$ cat src/sv/gsm_ram.sv
`timescale 1ns / 1ps
// ----------------------------------------------------------------------------
// gsm_ram: generic single-write, single-read RAM
// One write port and one read port, read data registered.
// ----------------------------------------------------------------------------
module gsm_ram #(
    parameter int WIDTH = 8,
    parameter int DEPTH = 16
) (
    input  logic                                       i_clk,
    input  logic                                       i_we,
    input  logic [((DEPTH > 1) ? $clog2(DEPTH) : 1)-1:0] i_waddr,
    input  logic [WIDTH-1:0]                           i_wdata,
    input  logic [((DEPTH > 1) ? $clog2(DEPTH) : 1)-1:0] i_raddr,
    output logic [WIDTH-1:0]                           o_rdata
);
    logic [WIDTH-1:0] r_mem [DEPTH];
    logic [WIDTH-1:0] r_rdata;

    // write port and registered read
    always_ff @(posedge i_clk) begin
        if (i_we) begin
            r_mem[i_waddr] <= i_wdata;
        end
        r_rdata <= r_mem[i_raddr];
    end

    assign o_rdata = r_rdata;
endmodule

$ cat config.mk
export PLATFORM = sky130hd
export DESIGN_NAME = gsm_ram
export DESIGN_NICKNAME = d
export VERILOG_FILES = /design/src/sv/gsm_ram.sv
export SDC_FILE = /design/constraint.sdc
export NUM_CORES = 1
export LEC_CHECK = 0
export BUFFER_PORTS_ARGS = -buffer_cell sky130_fd_sc_hd__buf_2
export CORE_MARGIN = 4
export CORE_UTILIZATION = 35
export CTS_CLUSTER_SIZE = 16
export DETAILED_ROUTE_END_ITERATION = 8
export PLACE_DENSITY = 0.6
export SYNTH_ARGS = -nofsm -noshare
export SYNTH_HDL_FRONTEND = slang
export SYNTH_SLANG_ARGS = --single-unit
$ cat constraint.sdc
create_clock -name i_clk -period 2.4 [get_ports i_clk]
set_clock_uncertainty 0.05 [all_clocks]
set_input_delay 0.48 -clock i_clk [delete_from_list [all_inputs] [get_ports i_clk]]
set_output_delay 0.48 -clock i_clk [all_outputs]
set_load 0.03 [all_outputs]
==> flow_summary.yaml, run 1 <==
job:
  drv_cap: 0
setup_path:
  start_kind: "input pin"
  worstPathArrival_ns: 1.91
  crit_required_ns: 2.65
  critPathCaptureType: "register"
  cp_max_fo: 10
  path_class: "in2reg"
die:
  dieArea_sq_mm: 0.01671
  die_width_microns: 129.3
  rows: 44
  die_h_microns: 129.3
  design.core.area_sq_mm: 0.01448
  start_util_pct: 35.55
  io_pins: 26
global_routing:
  overflow: 0
  grt_max_degree: 27
  antenna_found_initial: 0
  gr-usage-all-layers_pct: 13.32
  grt_pass1_vias: 2639
  grt_pass1_wl_microns: 15590
finish:
  diodes: 0
  nets: 306
  syn_to_final_growth_pct: 22.05
  register_area_sq_mm: 0.004004
  final_cell_mix: "128 x edfxtp_1, 25 x buf_2, 23 x buf_4"
  drive_gt1_share_pct: 32.89
  final_common_cell: "edfxtp_1"
  fill_cells: 1248
  multi_input_area_sq_mm: 0.001057
sta:
  relSlewSlack_pct: 74.71
  hold_violations: 0
  rsz0062_at_grt: "false"
  tns_ns: 0
  period_needed_ns: 1.653
  finalSetupViolCount: 0
  fmax_ghz: 0.6050
  period_share_pct: 68.88
  drv_slew: 0
  tightest_slew_ns: 0.3793
yosys:
  postSynthCellCount: 229
  yosysTopAreaCell: "edfxtp_1"
  yosysWarnings: 0
  netlist.area_leader.share_pct: 74.67
  synth_area_sq_mm: 0.005147
  ys_types: 19
  synth.yosys.seq_area_share_pct: 77.78
  syn_nets: 247
  synth_seq_cells: 136
  avgSynthCellArea_sq_um: 22.48
  yosys-top-cells-area: "edfxtp_1 75%, mux4_2 7.9%, mux4_1 7.1%, dfxtp_1 3.1%, a22oi_1 2.3%"
placement:
  dpl.hpwl_microns: 6545
  place_congestion: 0.7430
  io_buffers: 25
clock_network:
  cts_tree: "yes"
  cts_root_buf: "clkbuf_16"
  cts_resized: 0
  clock-sinks: 136
  cts_setup_buffers: 0
  cts.clk_slew.worst_paths_ns: 0.06
  cts_hold_buffers: 0
  clockBufferDepth: 2
  insertion_delay_ns: 0.42
  cts_buffers: 17
  h-tree-depth: 4
power:
  clkPwrFrac_pct: 48.7
  p_switching_w: 0.001089
  finalPower_w: 0.005757
  power_frac_seq_pct: 46.4
  power.leakage_nw: 2.155
  p_sw_share_pct: 18.91
  power_density_mw_per_mm2: 916.4
  ir_drop_mv: 0.5385
  p_int_w: 0.004668
  combPwrFrac_pct: 4.8
run_status:
  status: "finished, final reports clean"
min_path:
  hold_path_class: "in2reg"
detailed_routing:
  routedWlPerCell_microns: 20.89
  vias_per_cell: 5.060
  drc: 0
  wl_microns: 10130
  via_count: 2454
  drtIter0Drc: 137
  drtAntennaViolNets: 0
  drt-pass1-iter-count: 4
layer usage:
layer	GRT usage [%]	up-vias	share of wire, %
met4	5.250	0	1.7
li1	-	1095	-
met1	17.17	1292	46
met3	5.029	15	4.8
met2	20.55	52	48
met5	0	-	0
synthesized netlist by cell type, drive strengths merged:
cell type and n:
edfxtp 128, mux4 32, a22oi 16, nor2 13, nand2 9, dfxtp 8, buf 7, nor3 4
clkdlybuf4s25 3, nand2b 2, nand3b 2, and2 1, and2b 1, nand3 1, nor2b 1, or3b 1
cell families after synthesis:
kind of cell    after synthesis  share of synthesized area (%)
mux                          32                          15.02
flops                       136                          77.78
simple gates                 35                          3.184
compound gates               16                          2.334
buf+inv                      10                          1.677
cell type report:
cell class	instances	share of cell area, %
Timing Repair Buffer	50	5.377
Clock inverter	7	2.191
Tap cell	184	3.665
Sequential cell	136	63.73
Clock buffer	25	8.206
Multi-Input combinational cell	83	16.83
power by group through the flow:
stage | Clock [W] | Combinational [W] | Sequential, W
finish | 0.00280 | 0.000279 | 0.00267
global route | 0.00298 | 0.000306 | 0.00268
CTS | 0.00285 | 0.000286 | 0.00267
detailed placement | 0 | 0.000286 | 0.00272
global placement | 0 | 0.000282 | 0.00272
floorplan | 0 | 0.000135 | 0.00275
through the flow:
stage | area (sq um) | std cells | utilization [%] | hold slack (ns) | setup WS [ns]
finish | 6282 | 485 | 43.39 | 0.3983 | 0.7470
detailed placement | 5629 | 453 | 38.88 | 0.6117 | 0.2671
global placement | 5629 | 453 | 38.88 | 0.6050 | 0.2948
CTS | 6282 | 485 | 43.39 | 0.3868 | 0.7108
global route | 6282 | 485 | 43.39 | 0.3956 | 0.6455
floorplan | 5147 | 229 | - | 0.5289 | 0.3771
flip-flops by register name (all words and copies together), names as in the netlist:
signal and flops:
o_rdata 8, r_mem 128
critical path: stages:
cell and delay (ns):
buf_2 0.21, buf_4 0.27, mux4_1 0.58, a22oi_1 0.27, nand2_1 0.09
path summary, 6_finish.rpt:
check             depth (start not counted)      endpoint  slack (ns)   startpoint
setup / recovery                          5    o_rdata[5]        0.75   i_raddr[0]
hold / removal                            1  r_mem[10][5]        0.40   i_wdata[5]
setup reg to reg                          3    o_rdata[7]        0.96  r_mem[3][7]
hold reg to reg                           3    o_rdata[6]        0.62  r_mem[7][6]
Power figures use the tool's default switching activity.
==> inputs of run 2 (changes only) <==
==> constraint.sdc (replaced) <==
create_clock -name i_clk -period 1.6 [get_ports i_clk]
set_clock_uncertainty 0.05 [all_clocks]
set_input_delay 0.32 -clock i_clk [delete_from_list [all_inputs] [get_ports i_clk]]
set_output_delay 0.32 -clock i_clk [all_outputs]
set_load 0.03 [all_outputs]
==> flow_summary.yaml, run 2 (synthesized netlist as in run 1, its figures left out) <==
power:
  ir_drop_mv: 0.7878
  power.leakage_nw: 2.120
  power_density_mw_per_mm2: 1255
  finalPower_w: 0.007798
global_routing:
  overflow: 0
  grt_max_degree: 19
  grt_pass1_wl_microns: 16150
  grt_pass1_vias: 2591
  antenna_found_initial: 0
  gr-usage-all-layers_pct: 13.72
detailed_routing:
  wl_microns: 10480
  drtIter0Drc: 144
  routedWlPerCell_microns: 21.42
  drtAntennaViolNets: 0
  drc: 0
  vias_per_cell: 4.959
  via_count: 2425
  drt-pass1-iter-count: 4
sta:
  fmax_ghz: 0.6857
  hold_violations: 0
  drv_slew: 0
  relSlewSlack_pct: 50.84
  period_share_pct: 91.14
  finalSetupViolCount: 0
  rsz0062_at_grt: "false"
  tightest_slew_ns: 0.7359
  period_needed_ns: 1.458
  timing.hold.ws_ns: 0.2448
clock_network:
  h-tree-depth: 4
  cts.clk_slew.worst_paths_ns: 0.06
  insertion_delay_ns: 0.41
  cts_buffers: 17
  clock-sinks: 136
  cts_tree: "yes"
  cts_root_buf: "clkbuf_16"
  cts_hold_buffers: 0
  clockBufferDepth: 2
  cts_resized: 0
  cts_setup_buffers: 0
finish:
  drive_gt1_share_pct: 33.11
  fill_cells: 1245
  final_cell_mix: "128 x edfxtp_1, 25 x buf_2, 24 x buf_4"
  final_common_cell: "edfxtp_1"
  nets: 310
  top_register: "r_mem"
  diodes: 0
  largest_reg_flops: 128
  syn_to_final_growth_pct: 20.71
die:
  start_util_pct: 35.55
  dieArea_sq_mm: 0.01671
  io_pins: 26
  rows: 44
  die_h_microns: 129.3
  die_width_microns: 129.3
  design.core.area_sq_mm: 0.01448
job:
  drv_cap: 0
setup_path:
  worstPathArrival_ns: 1.70
  reg2reg_from: "r_mem[1][1]"
  startpoint: "r_mem[1][1]"
  critPathCaptureType: "register"
  ff2ff_path_depth: 3
  cp_max_fo: 1
  start_kind: "register"
  path_class: "reg2reg"
  crit_required_ns: 1.84
run_status:
  status: "finished, final reports clean"
placement:
  io_buffers: 25
  place_congestion: 0.7254
  dpl.hpwl_microns: 6915
min_path:
  worstHoldStart: "i_wdata[4]"
  hold_path_class: "in2reg"
  hold_depth: 1
[run 2: worst paths after layout]
kind                       end  slack [ns]
setup / recovery    o_rdata[1]        0.14
hold / removal    r_mem[14][4]        0.24
setup reg to reg    o_rdata[1]        0.14
hold reg to reg     o_rdata[5]        0.63
[run 2: worst max-delay path: stages, from the launching register on]
cell      delay [ns]
edfxtp_1        0.35
mux4_1          0.50
a22oi_1         0.33
nand2_1         0.11
[run 2: power by group]
part	switching [W]	total (W)	internal, W	leakage, nW
Combinational	0.000261	0.000443	0.000182	0.646
Sequential	0.0000260	0.00401	0.00399	1.22
Clock	0.00134	0.00334	0.00200	0.250
[run 2: final cells by class]
type	count	area (sq um)	share of cell area [%]
clock buffers	23	457.9	7.370
clock inverters	9	53.80	0.8659
flip-flops and latches	136	4004	64.44
multi-input cells	83	1062	17.10
well taps	184	230.2	3.705
repair buffers	54	405.4	6.524
[run 2: metal layers]
layer	track usage [%]	wire length (microns)	vias up
met2	20.43	4914	57
li1	-	-	1105
met5	0	0	-
met4	4.632	93	0
met1	19.05	4989	1255
met3	4.617	479	8
[run 2: metrics by stage]
step / setup WS [ns] / instances / TNS, ns / util, % / cell area, sq um
2_1_floorplan: -0.03615 / 229 / -1.023 / - / 5152
3_3_place_gp: -0.2345 / 457 / -1.544 / 39.38 / 5702
3_5_place_dp: -0.2519 / 457 / -1.863 / 39.38 / 5702
4_1_cts: 0.1629 / 489 / 0 / 42.91 / 6213
5_1_grt: 0.08655 / 489 / 0 / 42.91 / 6213
6_report: 0.1417 / 489 / 0 / 42.91 / 6213
